===== src/design/pcsp_pkg.sv =====
`default_nettype none

package pcsp_pkg;

  localparam int unsigned ByteW   = 8;
  localparam int unsigned PenW    = 11;
  localparam int unsigned CoordW  = 16;
  localparam int unsigned AccW    = 24;
  localparam int unsigned ActW    = 3;
  localparam int unsigned FaultW  = 2;
  localparam int unsigned AddrW   = 5;
  localparam int unsigned RegIdxW = 3;

  // result kinds
  localparam logic [ActW-1:0] ACT_START  = 3'd0;
  localparam logic [ActW-1:0] ACT_PEN    = 3'd1;
  localparam logic [ActW-1:0] ACT_MOVE   = 3'd2;
  localparam logic [ActW-1:0] ACT_DRAW   = 3'd3;
  localparam logic [ActW-1:0] ACT_FINISH = 3'd4;
  localparam logic [ActW-1:0] ACT_FAULT  = 3'd5;

  // fault reasons
  localparam logic [FaultW-1:0] FLT_NONE      = 2'd0;
  localparam logic [FaultW-1:0] FLT_EOF_FIELD = 2'd0;
  localparam logic [FaultW-1:0] FLT_BAD_CODE  = 2'd1;
  localparam logic [FaultW-1:0] FLT_EOF_CMD   = 2'd2;
  localparam logic [FaultW-1:0] FLT_NO_BEGIN  = 2'd3;

  // register map, index = byte address / 4
  localparam logic [RegIdxW-1:0] REG_PEN_COUNT    = 3'd0;
  localparam logic [RegIdxW-1:0] REG_CODE_BEGIN   = 3'd1;
  localparam logic [RegIdxW-1:0] REG_CODE_END     = 3'd2;
  localparam logic [RegIdxW-1:0] REG_CODE_PEN_S   = 3'd3;
  localparam logic [RegIdxW-1:0] REG_CODE_PEN_L   = 3'd4;
  localparam logic [RegIdxW-1:0] REG_CODE_DRAW    = 3'd5;
  localparam logic [RegIdxW-1:0] REG_CODE_MOVE    = 3'd6;
  localparam logic [RegIdxW-1:0] REG_CODE_SPECIAL = 3'd7;

  typedef struct packed {
    logic [PenW-1:0]  pen_count;
    logic [ByteW-1:0] code_begin;
    logic [ByteW-1:0] code_end;
    logic [ByteW-1:0] code_pen_short;
    logic [ByteW-1:0] code_pen_long;
    logic [ByteW-1:0] code_draw;
    logic [ByteW-1:0] code_move;
    logic [ByteW-1:0] code_special;
  } cfg_t;

  localparam cfg_t CFG_RESET = '{
    pen_count:      11'd1,
    code_begin:     8'd1,
    code_end:       8'd2,
    code_pen_short: 8'd3,
    code_pen_long:  8'd4,
    code_draw:      8'd5,
    code_move:      8'd6,
    code_special:   8'd7
  };

  // controller to datapath
  typedef struct packed {
    logic              pen_load;
    logic              pen_shift;
    logic              hi_load;
    logic              x_load;
    logic              div_start;
    logic              out_load;
    logic [ActW-1:0]   out_action;
    logic [FaultW-1:0] out_fault;
  } cmd_t;

  // datapath to controller
  typedef struct packed {
    logic div_busy;
  } sts_t;

endpackage

`default_nettype wire


===== src/design/pcsp_cfg.sv =====
`default_nettype none

module pcsp_cfg (
  input  wire logic                       clk_i,
  input  wire logic                       rst_ni,
  input  wire logic                       psel,
  input  wire logic                       penable,
  input  wire logic                       pwrite,
  input  wire logic [pcsp_pkg::AddrW-1:0] paddr,
  input  wire logic [31:0]                pwdata,
  output logic      [31:0]                prdata,
  output logic                            pready,
  output pcsp_pkg::cfg_t                  cfg_o
);
  import pcsp_pkg::*;

  cfg_t                cfg_q, cfg_d;
  logic [RegIdxW-1:0]  idx;
  logic                wr_en;

  assign pready = 1'b1;
  assign idx    = paddr[AddrW-1:2];
  assign wr_en  = psel & penable & pwrite & pready;
  assign cfg_o  = cfg_q;

  always_comb begin
    cfg_d = cfg_q;
    if (wr_en) begin
      unique case (idx)
        REG_PEN_COUNT:    cfg_d.pen_count      = pwdata[PenW-1:0];
        REG_CODE_BEGIN:   cfg_d.code_begin     = pwdata[ByteW-1:0];
        REG_CODE_END:     cfg_d.code_end       = pwdata[ByteW-1:0];
        REG_CODE_PEN_S:   cfg_d.code_pen_short = pwdata[ByteW-1:0];
        REG_CODE_PEN_L:   cfg_d.code_pen_long  = pwdata[ByteW-1:0];
        REG_CODE_DRAW:    cfg_d.code_draw      = pwdata[ByteW-1:0];
        REG_CODE_MOVE:    cfg_d.code_move      = pwdata[ByteW-1:0];
        REG_CODE_SPECIAL: cfg_d.code_special   = pwdata[ByteW-1:0];
        default:          cfg_d = cfg_q;
      endcase
    end
  end

  always_comb begin
    unique case (idx)
      REG_PEN_COUNT:    prdata = {21'd0, cfg_q.pen_count};
      REG_CODE_BEGIN:   prdata = {24'd0, cfg_q.code_begin};
      REG_CODE_END:     prdata = {24'd0, cfg_q.code_end};
      REG_CODE_PEN_S:   prdata = {24'd0, cfg_q.code_pen_short};
      REG_CODE_PEN_L:   prdata = {24'd0, cfg_q.code_pen_long};
      REG_CODE_DRAW:    prdata = {24'd0, cfg_q.code_draw};
      REG_CODE_MOVE:    prdata = {24'd0, cfg_q.code_move};
      REG_CODE_SPECIAL: prdata = {24'd0, cfg_q.code_special};
      default:          prdata = 32'd0;
    endcase
  end

  always_ff @(posedge clk_i or negedge rst_ni) begin
    if (!rst_ni) begin
      cfg_q <= CFG_RESET;
    end else begin
      cfg_q <= cfg_d;
    end
  end

endmodule

`default_nettype wire


===== src/design/pcsp_dp.sv =====
`default_nettype none

module pcsp_dp (
  input  wire logic                        clk_i,
  input  wire logic                        rst_ni,
  input  wire pcsp_pkg::cfg_t              cfg_i,
  input  wire logic [pcsp_pkg::ByteW-1:0]  byte_i,
  input  wire pcsp_pkg::cmd_t              cmd_i,
  output pcsp_pkg::sts_t                   sts_o,
  output logic [pcsp_pkg::ActW-1:0]        action_o,
  output logic [pcsp_pkg::PenW-1:0]        pen_number_o,
  output logic [pcsp_pkg::CoordW-1:0]      coord_x_o,
  output logic [pcsp_pkg::CoordW-1:0]      coord_y_o,
  output logic [pcsp_pkg::FaultW-1:0]      fault_code_o
);
  import pcsp_pkg::*;

  localparam int unsigned CntW = $clog2(AccW + 1);
  localparam logic [CntW-1:0] DivSteps = CntW'(AccW);

  logic [AccW-1:0]   acc_q, acc_d;
  logic [ByteW-1:0]  hi_q;
  logic [CoordW-1:0] x_q;

  // bit-serial restoring remainder
  logic [AccW-1:0]   dvd_q;
  logic [PenW-1:0]   rem_q;
  logic [PenW-1:0]   den_q;
  logic [CntW-1:0]   cnt_q;
  logic [PenW:0]     trial;
  logic              take;

  logic [ActW-1:0]   act_q;
  logic [PenW-1:0]   pen_q;
  logic [CoordW-1:0] ox_q, oy_q;
  logic [FaultW-1:0] flt_q;
  logic              is_xy;

  always_comb begin
    acc_d = acc_q;
    if (cmd_i.pen_load) begin
      acc_d = {{(AccW-ByteW){1'b0}}, byte_i};
    end else if (cmd_i.pen_shift) begin
      acc_d = {acc_q[AccW-ByteW-1:0], byte_i};
    end
  end

  assign trial = {rem_q, dvd_q[AccW-1]};
  assign take  = trial >= {1'b0, den_q};
  assign sts_o.div_busy = (cnt_q != '0);

  assign is_xy = (cmd_i.out_action == ACT_MOVE) || (cmd_i.out_action == ACT_DRAW);

  always_ff @(posedge clk_i or negedge rst_ni) begin
    if (!rst_ni) begin
      cnt_q <= '0;
    end else if (cmd_i.div_start) begin
      cnt_q <= DivSteps;
    end else if (cnt_q != '0) begin
      cnt_q <= cnt_q - 1'b1;
    end
  end

  always_ff @(posedge clk_i) begin
    acc_q <= acc_d;
    if (cmd_i.hi_load) begin
      hi_q <= byte_i;
    end
    if (cmd_i.x_load) begin
      x_q <= {hi_q, byte_i};
    end
    if (cmd_i.div_start) begin
      dvd_q <= acc_d;
      rem_q <= '0;
      den_q <= (cfg_i.pen_count == '0) ? PenW'(1) : cfg_i.pen_count;
    end else if (cnt_q != '0) begin
      dvd_q <= {dvd_q[AccW-2:0], 1'b0};
      rem_q <= take ? PenW'(trial - {1'b0, den_q}) : trial[PenW-1:0];
    end
    if (cmd_i.out_load) begin
      act_q <= cmd_i.out_action;
      flt_q <= cmd_i.out_fault;
      pen_q <= (cmd_i.out_action == ACT_PEN) ? rem_q + 1'b1 : '0;
      ox_q  <= is_xy ? x_q : '0;
      oy_q  <= is_xy ? {hi_q, byte_i} : '0;
    end
  end

  assign action_o     = act_q;
  assign pen_number_o = pen_q;
  assign coord_x_o    = ox_q;
  assign coord_y_o    = oy_q;
  assign fault_code_o = flt_q;

endmodule

`default_nettype wire


===== src/design/pcsp_ctrl.sv =====
`default_nettype none

module pcsp_ctrl (
  input  wire logic                       clk_i,
  input  wire logic                       rst_ni,
  input  wire pcsp_pkg::cfg_t             cfg_i,
  input  wire logic                       in_valid_i,
  input  wire logic [pcsp_pkg::ByteW-1:0] byte_i,
  input  wire logic                       eos_i,
  output logic                            in_ready_o,
  output logic                            out_valid_o,
  input  wire logic                       out_ready_i,
  output pcsp_pkg::cmd_t                  cmd_o,
  input  wire pcsp_pkg::sts_t             sts_i
);
  import pcsp_pkg::*;

  localparam logic [3:0] PH_BEGIN   = 4'd0;
  localparam logic [3:0] PH_CMD     = 4'd1;
  localparam logic [3:0] PH_PEN0    = 4'd2;
  localparam logic [3:0] PH_PENL0   = 4'd3;
  localparam logic [3:0] PH_PENL1   = 4'd4;
  localparam logic [3:0] PH_PENL2   = 4'd5;
  localparam logic [3:0] PH_XH      = 4'd6;
  localparam logic [3:0] PH_XL      = 4'd7;
  localparam logic [3:0] PH_YH      = 4'd8;
  localparam logic [3:0] PH_YL      = 4'd9;
  localparam logic [3:0] PH_SPECIAL = 4'd10;
  localparam logic [3:0] PH_DIV     = 4'd11;
  localparam logic [3:0] PH_HALT    = 4'd12;

  logic [3:0] phase_q, phase_d;
  logic       draw_q, draw_d;
  logic       ovld_q, ovld_d;
  logic       slot_free;
  logic       fire;

  assign slot_free   = ~ovld_q | out_ready_i;
  assign in_ready_o  = (phase_q != PH_DIV) & slot_free;
  assign fire        = in_valid_i & in_ready_o;
  assign out_valid_o = ovld_q;

  always_comb begin
    phase_d = phase_q;
    draw_d  = draw_q;
    ovld_d  = ovld_q & ~out_ready_i;
    cmd_o   = '0;

    if (phase_q == PH_DIV) begin
      if (!sts_i.div_busy && slot_free) begin
        cmd_o.out_load   = 1'b1;
        cmd_o.out_action = ACT_PEN;
        ovld_d           = 1'b1;
        phase_d          = PH_CMD;
      end
    end else if (fire) begin
      priority if (phase_q == PH_HALT) begin
        phase_d = PH_HALT;
      end else if (phase_q == PH_BEGIN) begin
        cmd_o.out_load = 1'b1;
        ovld_d         = 1'b1;
        if (eos_i || byte_i != cfg_i.code_begin) begin
          cmd_o.out_action = ACT_FAULT;
          cmd_o.out_fault  = FLT_NO_BEGIN;
          phase_d          = PH_HALT;
        end else begin
          cmd_o.out_action = ACT_START;
          phase_d          = PH_CMD;
        end
      end else if (phase_q == PH_CMD) begin
        // equal codes resolve in this order
        priority if (eos_i) begin
          cmd_o.out_load   = 1'b1;
          cmd_o.out_action = ACT_FAULT;
          cmd_o.out_fault  = FLT_EOF_CMD;
          ovld_d           = 1'b1;
          phase_d          = PH_HALT;
        end else if (byte_i == cfg_i.code_end) begin
          cmd_o.out_load   = 1'b1;
          cmd_o.out_action = ACT_FINISH;
          ovld_d           = 1'b1;
          phase_d          = PH_HALT;
        end else if (byte_i == cfg_i.code_pen_long) begin
          phase_d = PH_PENL0;
        end else if (byte_i == cfg_i.code_pen_short) begin
          phase_d = PH_PEN0;
        end else if (byte_i == cfg_i.code_draw) begin
          draw_d  = 1'b1;
          phase_d = PH_XH;
        end else if (byte_i == cfg_i.code_move) begin
          draw_d  = 1'b0;
          phase_d = PH_XH;
        end else if (byte_i == cfg_i.code_special) begin
          phase_d = PH_SPECIAL;
        end else begin
          cmd_o.out_load   = 1'b1;
          cmd_o.out_action = ACT_FAULT;
          cmd_o.out_fault  = FLT_BAD_CODE;
          ovld_d           = 1'b1;
          phase_d          = PH_HALT;
        end
      end else if (eos_i) begin
        cmd_o.out_load   = 1'b1;
        cmd_o.out_action = ACT_FAULT;
        cmd_o.out_fault  = FLT_EOF_FIELD;
        ovld_d           = 1'b1;
        phase_d          = PH_HALT;
      end else begin
        unique case (phase_q)
          PH_PEN0: begin
            cmd_o.pen_load  = 1'b1;
            cmd_o.div_start = 1'b1;
            phase_d         = PH_DIV;
          end
          PH_PENL0: begin
            cmd_o.pen_load = 1'b1;
            phase_d        = PH_PENL1;
          end
          PH_PENL1: begin
            cmd_o.pen_shift = 1'b1;
            phase_d         = PH_PENL2;
          end
          PH_PENL2: begin
            cmd_o.pen_shift = 1'b1;
            cmd_o.div_start = 1'b1;
            phase_d         = PH_DIV;
          end
          PH_XH: begin
            cmd_o.hi_load = 1'b1;
            phase_d       = PH_XL;
          end
          PH_XL: begin
            cmd_o.x_load = 1'b1;
            phase_d      = PH_YH;
          end
          PH_YH: begin
            cmd_o.hi_load = 1'b1;
            phase_d       = PH_YL;
          end
          PH_YL: begin
            cmd_o.out_load   = 1'b1;
            cmd_o.out_action = draw_q ? ACT_DRAW : ACT_MOVE;
            ovld_d           = 1'b1;
            phase_d          = PH_CMD;
          end
          PH_SPECIAL: begin
            if (byte_i == '0) begin
              phase_d = PH_CMD;
            end
          end
          default: begin
            phase_d = PH_CMD;
          end
        endcase
      end
    end
  end

  always_ff @(posedge clk_i or negedge rst_ni) begin
    if (!rst_ni) begin
      phase_q <= PH_BEGIN;
      draw_q  <= 1'b0;
      ovld_q  <= 1'b0;
    end else begin
      phase_q <= phase_d;
      draw_q  <= draw_d;
      ovld_q  <= ovld_d;
    end
  end

endmodule

`default_nettype wire


===== src/design/plot_command_stream_parser_top.sv =====
`default_nettype none

// Plot command stream parser. Takes one stream byte per beat (tuser high marks
// end of stream) and emits start, pen select, move, draw, finish or fault
// results. The last byte of a pen command starts a bit-serial remainder unit
// that works one dividend bit per cycle; input is held off until the pen
// result is loaded into the output register. A result sits in an output
// register; the next beat is accepted while that register is empty or being
// drained in the same cycle. After a finish or a fault, beats are accepted
// and dropped until reset. Registers are written over the APB port at byte
// address 4*index; pen_count of zero acts as one.
module plot_command_stream_parser_top (
  input  wire logic        clk_i,
  input  wire logic        rst_ni,
  input  wire logic        s_axis_tvalid,
  output logic             s_axis_tready,
  input  wire logic [7:0]  s_axis_tdata,   // [7:0] data_byte
  input  wire logic        s_axis_tuser,   // [0] stream_end
  output logic             m_axis_tvalid,
  input  wire logic        m_axis_tready,
  // [10:0] pen_number, [26:11] coord_x, [42:27] coord_y, [44:43] fault_code
  output logic [47:0]      m_axis_tdata,
  output logic [2:0]       m_axis_tuser,   // [2:0] action
  input  wire logic        psel,
  input  wire logic        penable,
  input  wire logic        pwrite,
  input  wire logic [4:0]  paddr,
  input  wire logic [31:0] pwdata,
  output logic      [31:0] prdata,
  output logic             pready
);
  import pcsp_pkg::*;

  cfg_t              cfg;
  cmd_t              cmd;
  sts_t              sts;
  logic [PenW-1:0]   pen_number;
  logic [CoordW-1:0] coord_x, coord_y;
  logic [FaultW-1:0] fault_code;

  pcsp_cfg u_cfg (
    .clk_i   (clk_i),
    .rst_ni  (rst_ni),
    .psel    (psel),
    .penable (penable),
    .pwrite  (pwrite),
    .paddr   (paddr),
    .pwdata  (pwdata),
    .prdata  (prdata),
    .pready  (pready),
    .cfg_o   (cfg)
  );

  pcsp_ctrl u_ctrl (
    .clk_i       (clk_i),
    .rst_ni      (rst_ni),
    .cfg_i       (cfg),
    .in_valid_i  (s_axis_tvalid),
    .byte_i      (s_axis_tdata),
    .eos_i       (s_axis_tuser),
    .in_ready_o  (s_axis_tready),
    .out_valid_o (m_axis_tvalid),
    .out_ready_i (m_axis_tready),
    .cmd_o       (cmd),
    .sts_i       (sts)
  );

  pcsp_dp u_dp (
    .clk_i        (clk_i),
    .rst_ni       (rst_ni),
    .cfg_i        (cfg),
    .byte_i       (s_axis_tdata),
    .cmd_i        (cmd),
    .sts_o        (sts),
    .action_o     (m_axis_tuser),
    .pen_number_o (pen_number),
    .coord_x_o    (coord_x),
    .coord_y_o    (coord_y),
    .fault_code_o (fault_code)
  );

  assign m_axis_tdata = {3'b000, fault_code, coord_y, coord_x, pen_number};

endmodule

`default_nettype wire


===== config.mk =====
export PLATFORM = sky130hd
export DESIGN_NAME = plot_command_stream_parser_top
export DESIGN_NICKNAME = d
export VERILOG_FILES = /design/src/design/pcsp_pkg.sv /design/src/design/pcsp_cfg.sv /design/src/design/pcsp_dp.sv /design/src/design/pcsp_ctrl.sv /design/src/design/plot_command_stream_parser_top.sv
export SDC_FILE = /design/constraint.sdc
export NUM_CORES = 1
export LEC_CHECK = 0
export ABC_CLOCK_PERIOD_IN_PS = 16420
export BUFFER_PORTS_ARGS = -buffer_cell sky130_fd_sc_hd__clkbuf_2
export CORE_MARGIN = 2
export CORE_UTILIZATION = 60
export CTS_BUF_LIST = sky130_fd_sc_hd__clkbuf_2 sky130_fd_sc_hd__clkbuf_4 sky130_fd_sc_hd__clkbuf_8
export DETAILED_ROUTE_END_ITERATION = 12
export PLACE_DENSITY = 0.93
export SETUP_SLACK_MARGIN = 0.1
export SLEW_MARGIN = 20
export SYNTH_ARGS = -nofsm -noshare
export SYNTH_HDL_FRONTEND = slang
export SYNTH_HIERARCHICAL = 1
export SYNTH_SLANG_ARGS = --single-unit

===== constraint.sdc =====
create_clock -name clk_i -period 16.42 [get_ports clk_i]
set_input_delay 2.463 -clock clk_i [delete_from_list [all_inputs] [get_ports clk_i]]
set_output_delay 2.463 -clock clk_i [all_outputs]
set_load 0.01 [all_outputs]

== After elaboration in Yosys (flattened, before gate mapping) ==
Cells that the tools add are included.

* Register bits: 220
* Bits in latches: 0
* RAM bits: 0
* Memory bits (read-only): 0
* Bits of input ports: 53
* Word-level logic and storage cells: 172
* Memories: 0

* $add $sub $neg: 3
* Multipliers: 0
* Divide/modulo/power cells: 0
* Order comparisons: 1
* Equality and inequality tests: 32
* Shift-type cells: 0
* Mux-type cells: 70
* Bitwise logic cells: 16
* Reductions and logical operators: 27

{| class="wikitable"
|+ Operators by type and width
! kind !! count
|-
| $pmux W32 S8 || 1
|-
| $mux W24 || 4
|-
| $mux W4 || 20
|-
| $eq A8 B8 Y1 || 6
|-
| $mux W6 || 8
|-
| $mux W11 || 3
|-
| $mux W5 || 6
|-
| $pmux W4 S7 || 1
|-
| $mux W1 || 23
|-
| $eq A4 B4 Y1 const B || 5
|-
| $eq A4 B3 Y1 const B || 4
|-
| $reduce_and A2 Y1 || 8
|-
| $eq A3 B2 Y1 const B || 4
|-
| $eq A3 B3 Y1 const B || 4
|-
| $ge A12 B11 Y1 || 1
|-
| $add A11 B1 Y11 const B || 1
|-
| $logic_not A11 Y1 || 1
|-
| $sub A11 B11 Y11 || 1
|-
| $not A1 Y1 || 10
|-
| $reduce_and A10 Y1 || 1
|-
| $eq A4 B2 Y1 const B || 2
|-
| $logic_not A8 Y1 || 1
|-
| $ne A8 B8 Y1 || 1
|-
| $reduce_or A2 Y1 || 4
|-
| 19 further kinds || 29
|}

== Depth between registers and ports, before layout ==
Gate-level depths: netlist (run 1).

* Word-level depth: 16
* Mapped depth: 13
* Mapped depth without buffers: 9

== Cells and area by module ==
The synthesis (run 1) kept the hierarchy.

{| class="wikitable"
|+ Modules (own cells, without submodules)
! module !! times used !! cells each !! area each (um^2)
|-
| pcsp_dp || 1 || 455 || 6148.4
|-
| pcsp_cfg || 1 || 251 || 3348.2
|-
| pcsp_ctrl || 1 || 194 || 1468.9
|-
| plot_command_stream_parser_top || 1 || 4 || 26.3
|}

== Least setup slack after synthesis (run 1) ==
Ideal clock, no wire load.

* Path type: input to register
* Start point: input s_axis_tdata[7]
* End point: register u_dp.act_q[0], in the netlist u_dp/action_o[0], enable pin
* Arrival: 6.802 ns
* Required time: 15.900 ns
* Slack: 9.098 ns
* Cell stages on the path: 7
* Path buffers: 1
* Cells stage by stage: buf_4 -> xnor2_1 -> nand4_1 -> nor2_1 -> or2_2 -> o211a_1 -> o21ai_0

{| class="wikitable"
|+ RTL lines
! item !! line !! text
|-
| from (decl) || plot_command_stream_parser_top.sv:17 || <nowiki>input wire logic [7:0] s_axis_tdata,</nowiki>
|-
| to (signal assigned) || pcsp_dp.sv:81 || <nowiki>act_q <= cmd_i.out_action;</nowiki>
|-
| to (decl) || pcsp_dp.sv:33 || <nowiki>logic [ActW-1:0] act_q;</nowiki>
|}

== Worst setup path after layout (run 1) ==
* Start point: input paddr[3]
* End point: output prdata[5]

* Cells in the longest elaborated chain, start to end: 2
* Elaborated cells between the ends (all ways): 9

{| class="wikitable"
|+ Ends and longest elaborated chain
! item !! line !! text
|-
| from (decl) || plot_command_stream_parser_top.sv:27 || <nowiki>input wire logic [4:0] paddr,</nowiki>
|-
| $eq A3 B3 Y1 (tied with other cells) || pcsp_cfg.sv:44 || <nowiki>unique case (idx)</nowiki>
|-
| $pmux W32 S8 (*) || pcsp_cfg.sv:44 ||
|-
| to (decl) || plot_command_stream_parser_top.sv:29 || <nowiki>output logic [31:0] prdata,</nowiki>
|}

Mark *: on every way between the ends. The rest lies on a longest branch, timed or not. The select of a mux whose other input is x is not followed.

==> qor.yml, run 1 <==
firstDrtPassIters: 6
drc: 0
ios: 139
drt_iter0_drc: 652
muxShareOfSynthArea_pct: 14.5
synth-compound-area-share_pct: 7.03
via_count: 7326
cts_root_buf: "clkbuf_8"
leakage_nw: 5.05
die_h_um: 139
setup_slack_ps: 9820
cap_violations: 0
hold_violations: 0
yosys.area_share.adder_pct: 1.78
grt_overflow_total: 0
die_x_um: 139
seq_power_share_pct: 44.1
pwr_density_cell_nw_per_um2: 165
place_area_um2: 11400
status: "complete, no violations"
fin_skew_ps: 34.5
crit_arrival_ps: 4140
sw_frac_of_total_pct: 33.0
cts_tree: "done"
hp-class: "reg -> reg"
fill_cells: 1227
syn_area_per_cell_um2: 12.2
ys_ff_latch: 220
ctsHoldBuffers: 0
whs_path_depth: 0
syn_to_final_growth_pct: 10.8
post_cts_resized: 0
path_class: "in -> out"
maxSlewViolCount: 0
layout.nets: 1052
path_max_fanout: 29
initial_core_util_pct: 61.2
ys_warn_count: 6
via_per_inst: 5.90
post_drt_wl_per_cell_um: 19.1
fin_area_um2: 12200
cp-end-kind: "output port"
combPwrFrac_pct: 30.1
clk_latency_ps: 540
p_int_w: 0.00134
final-setup-viol-count: 0
ant_nets: 0
maxSlewHeadroom_pct: 32.5
cts_htree_levels: 2
cts_sinks: 220
synth_ff_type: "edfxtp_1"
required_ps: 13960
ys_seq_area_share_pct: 53.5
start_kind: "input port"
grt_max_degree: 79
first_global_vias: 7302
period_share_pct: 40.2
switching_power_w: 0.000663
finalWirelength_um: 23700
p_clk_share_pct: 25.8
grt_pass1_wl_um: 37900
worst_hold_slack_ps: 438
pre_cts_ws_ps: 9830
netlist_instances: 904
synth.distinct_cells: 83
synth_edf_count: 107
dp.final_hpwl_um: 16000
die_area_um2: 19400
max_clock_freq_mhz: 152
insertedDiodeCount: 0
path_clk_slew_ps: 60
rsz0062_at_grt: "no"
fin_crit_ps: 6600
fin_setup_tns_ps: 0
clockBufferDepth: 3
io_buffers: 90
post_cts_buffers: 0
synth_simple_gate_area_share_pct: 12.0
cts_made_buffers: 36
vdd_ir_drop_max_mv: 0.0954
gp_congestion: 0.915
std_cell_rows: 49
async_flop_share_pct: 35.5
rr_worst_depth: 10
antenna_found_initial: 0
synth_top_family_by_area: "multiplexers"
design.core.area_um2: 18000
syn_area_um2: 11000
layout-drive-gt1-share_pct: 30.1
worst_pin_slew_ps: 1010
synth-xor-area-share_pct: 5.58
grt_usage_pct: 24.4
[synth_stat cells, types with 5 or more instances]
| cell | n | share of area [%] |
|---|---|---|
| a21o_1 | 6 | 0.41 |
| a21oi_1 | 20 | 0.91 |
| a221oi_1 | 5 | 0.40 |
| and2_1 | 37 | 2.1 |
| buf_2 | 7 | 0.32 |
| buf_4 | 28 | 1.9 |
| buf_6 | 8 | 0.82 |
| clkbuf_1 | 28 | 0.96 |
| dfrtp_1 | 65 | 15 |
| dfstp_2 | 13 | 3.1 |
| dfxtp_1 | 35 | 6.4 |
| edfxtp_1 | 107 | 29 |
| ha_1 | 14 | 1.6 |
| inv_1 | 27 | 0.92 |
| mux2_2 | 90 | 9.2 |
| mux2_4 | 10 | 1.4 |
| mux2i_1 | 43 | 3.9 |
| nand2_1 | 37 | 1.3 |
| nand2b_1 | 11 | 0.63 |
| nand3_1 | 9 | 0.41 |
| nand4_1 | 12 | 0.68 |
| nor2_1 | 66 | 2.3 |
| nor2_2 | 8 | 0.46 |
| nor2b_1 | 6 | 0.34 |
| nor3_1 | 9 | 0.41 |
| nor4_1 | 8 | 0.46 |
| o21a_1 | 6 | 0.41 |
| o21ai_0 | 16 | 0.73 |
| o22a_1 | 7 | 0.56 |
| o22ai_1 | 9 | 0.51 |
| or3_1 | 7 | 0.40 |
| xnor2_1 | 49 | 3.9 |
| xor2_1 | 21 | 1.7 |
[sequential cells by signal (all words and copies together) (netlist names)]
name,cells
u_dp/coord_x_o,16
u_dp/x_q,16
u_cfg/cfg_o,67
u_dp/cnt_q,5
u_dp/action_o,3
u_dp/fault_code_o,2
u_dp/rem_q,11
u_dp/coord_y_o,16
u_dp/acc_q,24
u_ctrl/phase_q,4
u_dp/hi_q,8
u_dp/pen_number_o,11
u_ctrl/out_valid_o,1
u_dp/dvd_q,24
u_dp/den_q,11
u_ctrl/draw_q,1
[critical path: stages]
cell	delay (ps)
clkbuf_2	650
nor2b_1	470
a221oi_1	180
o22a_1	230
clkbuf_2	130
[worst paths after layout]
path / start / endpoint / slack [ps]
min: u_dp/hi_q[0] / u_dp/x_q[8] / 440
min in group asynchronous: rst_ni / u_cfg/cfg_o[24] / 2080
min reg2reg: u_dp/hi_q[0] / u_dp/x_q[8] / 440
max reg2reg: u_ctrl/phase_q[3] / u_dp/dvd_q[7] / 13030
max in group asynchronous: rst_ni / u_cfg/cfg_o[57] / 13640
max: paddr[3] / prdata[5] / 9820
[layer usage]
layer  vias up  share of wire [%]  GRT usage, %
met4         0                3.4          10.2
met1      3561                 40          31.6
li1       3339                  -             -
met5         -                  0             0
met3        68                7.7          5.30
met2       358                 48          39.9
[cell usage in the layout, fill, tap and decap left out, types with 5 or more instances in the layout]
| cell type | n |
|---|---|
| a21o_1 | 6 |
| a21oi_1 | 20 |
| a221oi_1 | 5 |
| and2_1 | 37 |
| buf_4 | 7 |
| clkbuf_2 | 89 |
| clkbuf_4 | 15 |
| clkbuf_8 | 39 |
| conb_1 | 25 |
| dfrtp_1 | 65 |
| dfstp_2 | 13 |
| dfxtp_1 | 35 |
| edfxtp_1 | 107 |
| ha_1 | 14 |
| inv_1 | 27 |
| mux2_2 | 90 |
| mux2_4 | 10 |
| mux2i_1 | 43 |
| nand2_1 | 37 |
| nand2b_1 | 11 |
| nand3_1 | 9 |
| nand4_1 | 12 |
| nor2_1 | 66 |
| nor2_2 | 8 |
| nor2b_1 | 6 |
| nor3_1 | 7 |
| nor3_2 | 5 |
| nor4_1 | 8 |
| o21a_1 | 6 |
| o21ai_0 | 15 |
| o22a_1 | 7 |
| o22ai_1 | 9 |
| or3_1 | 7 |
| xnor2_1 | 49 |
| xor2_1 | 21 |
[power by group through the flow]
stage,clock (W),combinational [W],sequential (W)
2_1_floorplan,0,0.000469,0.000865
3_3_place_gp,0,0.000568,0.000881
3_5_place_dp,0,0.000595,0.000893
4_1_cts,0.000524,0.000599,0.000885
5_1_grt,0.000551,0.000664,0.000902
6_report,0.000518,0.000604,0.000886
[layout make-up]
| cell class | instances | area (um^2) | area share (%) |
|---|---|---|---|
| Multi-Input combinational cell | 603 | 4610 | 37.9 |
| Clock buffer | 54 | 649 | 5.33 |
| Timing Repair Buffer | 96 | 498 | 4.09 |
| Inverter | 27 | 101 | 0.832 |
| Tap cell | 229 | 287 | 2.35 |
| Sequential cell | 220 | 5880 | 48.3 |
| Clock inverter | 12 | 149 | 1.22 |
[kinds of logic after synthesis]
group | count (synthesis)
xor gates and xnor gates | 70
muxes | 143
and+or+nand+nor | 242
adders and majority gates | 15
AOI/OAI and AO/OA | 108
DFF | 220
buffers and inverters | 103
other | 3
[metrics by stage]
step	utilization [%]	total power (W)	std cells
final	67.8	0.00201	1241
after global routing	67.8	0.00212	1241
after CTS	67.8	0.00201	1241
after detailed placement	63.3	0.00149	1175
after global placement	63.3	0.00145	1175
after floorplan	-	0.00133	926
No activity file was read; power rests on OpenSTA's default activity.
==> inputs of run 2 (changes only) <==
- ABC_CLOCK_PERIOD_IN_PS: 16420 -> 6320
- clock period: 16.42 -> 6.32 ns (I/O delays scaled with it)
==> qor.yml, run 2 (same netlist as run 1, synthesis figures left out) <==
cts_made_buffers: 36
combPwrFrac_pct: 30.4
fin_skew_ps: 36.1
post_cts_resized: 0
ant_nets: 0
layout-drive-gt1-share_pct: 30.0
path_delay_family: "buffers and inverters"
finalPower_w: 0.00518
start_kind: "input port"
initial_core_util_pct: 61.2
hp-class: "reg -> reg"
die_area_um2: 19400
syn_to_final_growth_pct: 10.5
crit_arrival_ps: 2690
crit_chain: "clkbuf_2 > nor2b_1 > a221oi_1 > o22a_1 > clkbuf_2"
post_drt_wl_per_cell_um: 19.0
finalWirelength_um: 23600
dp.final_hpwl_um: 16000
grt_usage_pct: 24.3
vdd_ir_drop_max_mv: 0.290
crit_slowest_cell: "clkbuf_2"
via_count: 7339
insertedDiodeCount: 0
fin_crit_ps: 3630
pwr_density_cell_nw_per_um2: 427
ios: 139
final_cells: 1241
cp-end-kind: "output port"
cts_root_buf: "clkbuf_8"
period_share_pct: 57.5
design.core.area_um2: 18000
final_common_cell: "edfxtp_1"
path_max_fanout: 29
max_clock_freq_mhz: 275
switching_power_w: 0.00174
drc: 0
sw_frac_of_total_pct: 33.5
grt_pass1_wl_um: 37800
required_ps: 5370
final-setup-viol-count: 0
fin_setup_tns_ps: 0
die_h_um: 139
path_clk_slew_ps: 60
worst_pin_slew_ps: 1020
worst_hold_slack_ps: 439
status: "complete, no violations"
cts_htree_levels: 2
layout_common_cells: "edfxtp_1, mux2_2, clkbuf_2"
fin_area_um2: 12100
clk_latency_ps: 540
seq_power_share_pct: 44.4
clockBufferDepth: 3
hold_violations: 0
cpPeakStageDelay_ps: 660
crit_path_frequent_cell: "clkbuf_2"
path_class: "in -> out"
p_int_w: 0.00345
first_global_vias: 7226
grt_overflow_total: 0
p_clk_share_pct: 25.2
gp_congestion: 0.902
maxSlewHeadroom_pct: 31.7
leakage_nw: 5.05
layout.nets: 1052
post_cts_buffers: 0
ctsHoldBuffers: 0
maxSlewViolCount: 0
rsz0062_at_grt: "no"
die_x_um: 139
cts_tree: "done"
place_inst: 1175
r2r_setup_slack_ps: 2700
place_area_um2: 11400
cp_num_buf_inv: 2
grt_max_degree: 79
cap_violations: 0
firstDrtPassIters: 5
largest_reg_flops: 67
drt_iter0_drc: 723
std_cell_rows: 49
io_buffers: 90
via_per_inst: 5.91
antenna_found_initial: 0
cts_sinks: 220
fill_cells: 1242
==> run 2: path summary, 6_finish.rpt <==
| check | start | endpoint | depth (start not counted) |
|---|---|---|---|
| setup / recovery | paddr[3] | prdata[7] | 5 |
| hold / removal | u_dp/hi_q[2] | u_dp/x_q[10] | 0 |
| setup reg to reg | u_ctrl/phase_q[2] | u_dp/dvd_q[3] | 9 |
| hold reg to reg | u_dp/hi_q[2] | u_dp/x_q[10] | 0 |
| max in group asynchronous | rst_ni | u_cfg/cfg_o[36] | 1 |
| min in group asynchronous | rst_ni | u_cfg/cfg_o[24] | 1 |
==> run 2: power by group through the flow <==
stage	logic, W	registers [W]	clock network [W]
after floorplan	0.00122	0.00225	0
after global placement	0.00147	0.00229	0
after detailed placement	0.00154	0.00232	0
after CTS	0.00156	0.00229	0.00133
after global routing	0.00173	0.00235	0.00139
final	0.00157	0.00230	0.00131
==> run 2: layout make-up <==
cell class                      count  area, um^2  area share [%]
Inverter                           27         101           0.834
Tap cell                          229         287            2.36
Multi-Input combinational cell    603        4610            38.0
Clock buffer                       50         632            5.20
Timing Repair Buffer               96         498            4.10
Sequential cell                   220        5880            48.4
Clock inverter                     16         136            1.12
==> run 2: stage by stage <==
stage / utilization [%] / setup WS (ps)
CTS: 67.6 / 2700
floorplan: - / 513
detailed placement: 63.3 / 2400
global placement: 63.3 / 2470
global route: 67.6 / 2430
finish: 67.6 / 2690
==> run 2: per-layer routing <==
layer	vias up	track usage [%]	part of all wire (%)
met5	-	0	0
met4	0	8.35	1.6
met2	342	39.5	49
met1	3599	33.1	42
met3	46	4.44	7.2
li1	3352	-	-
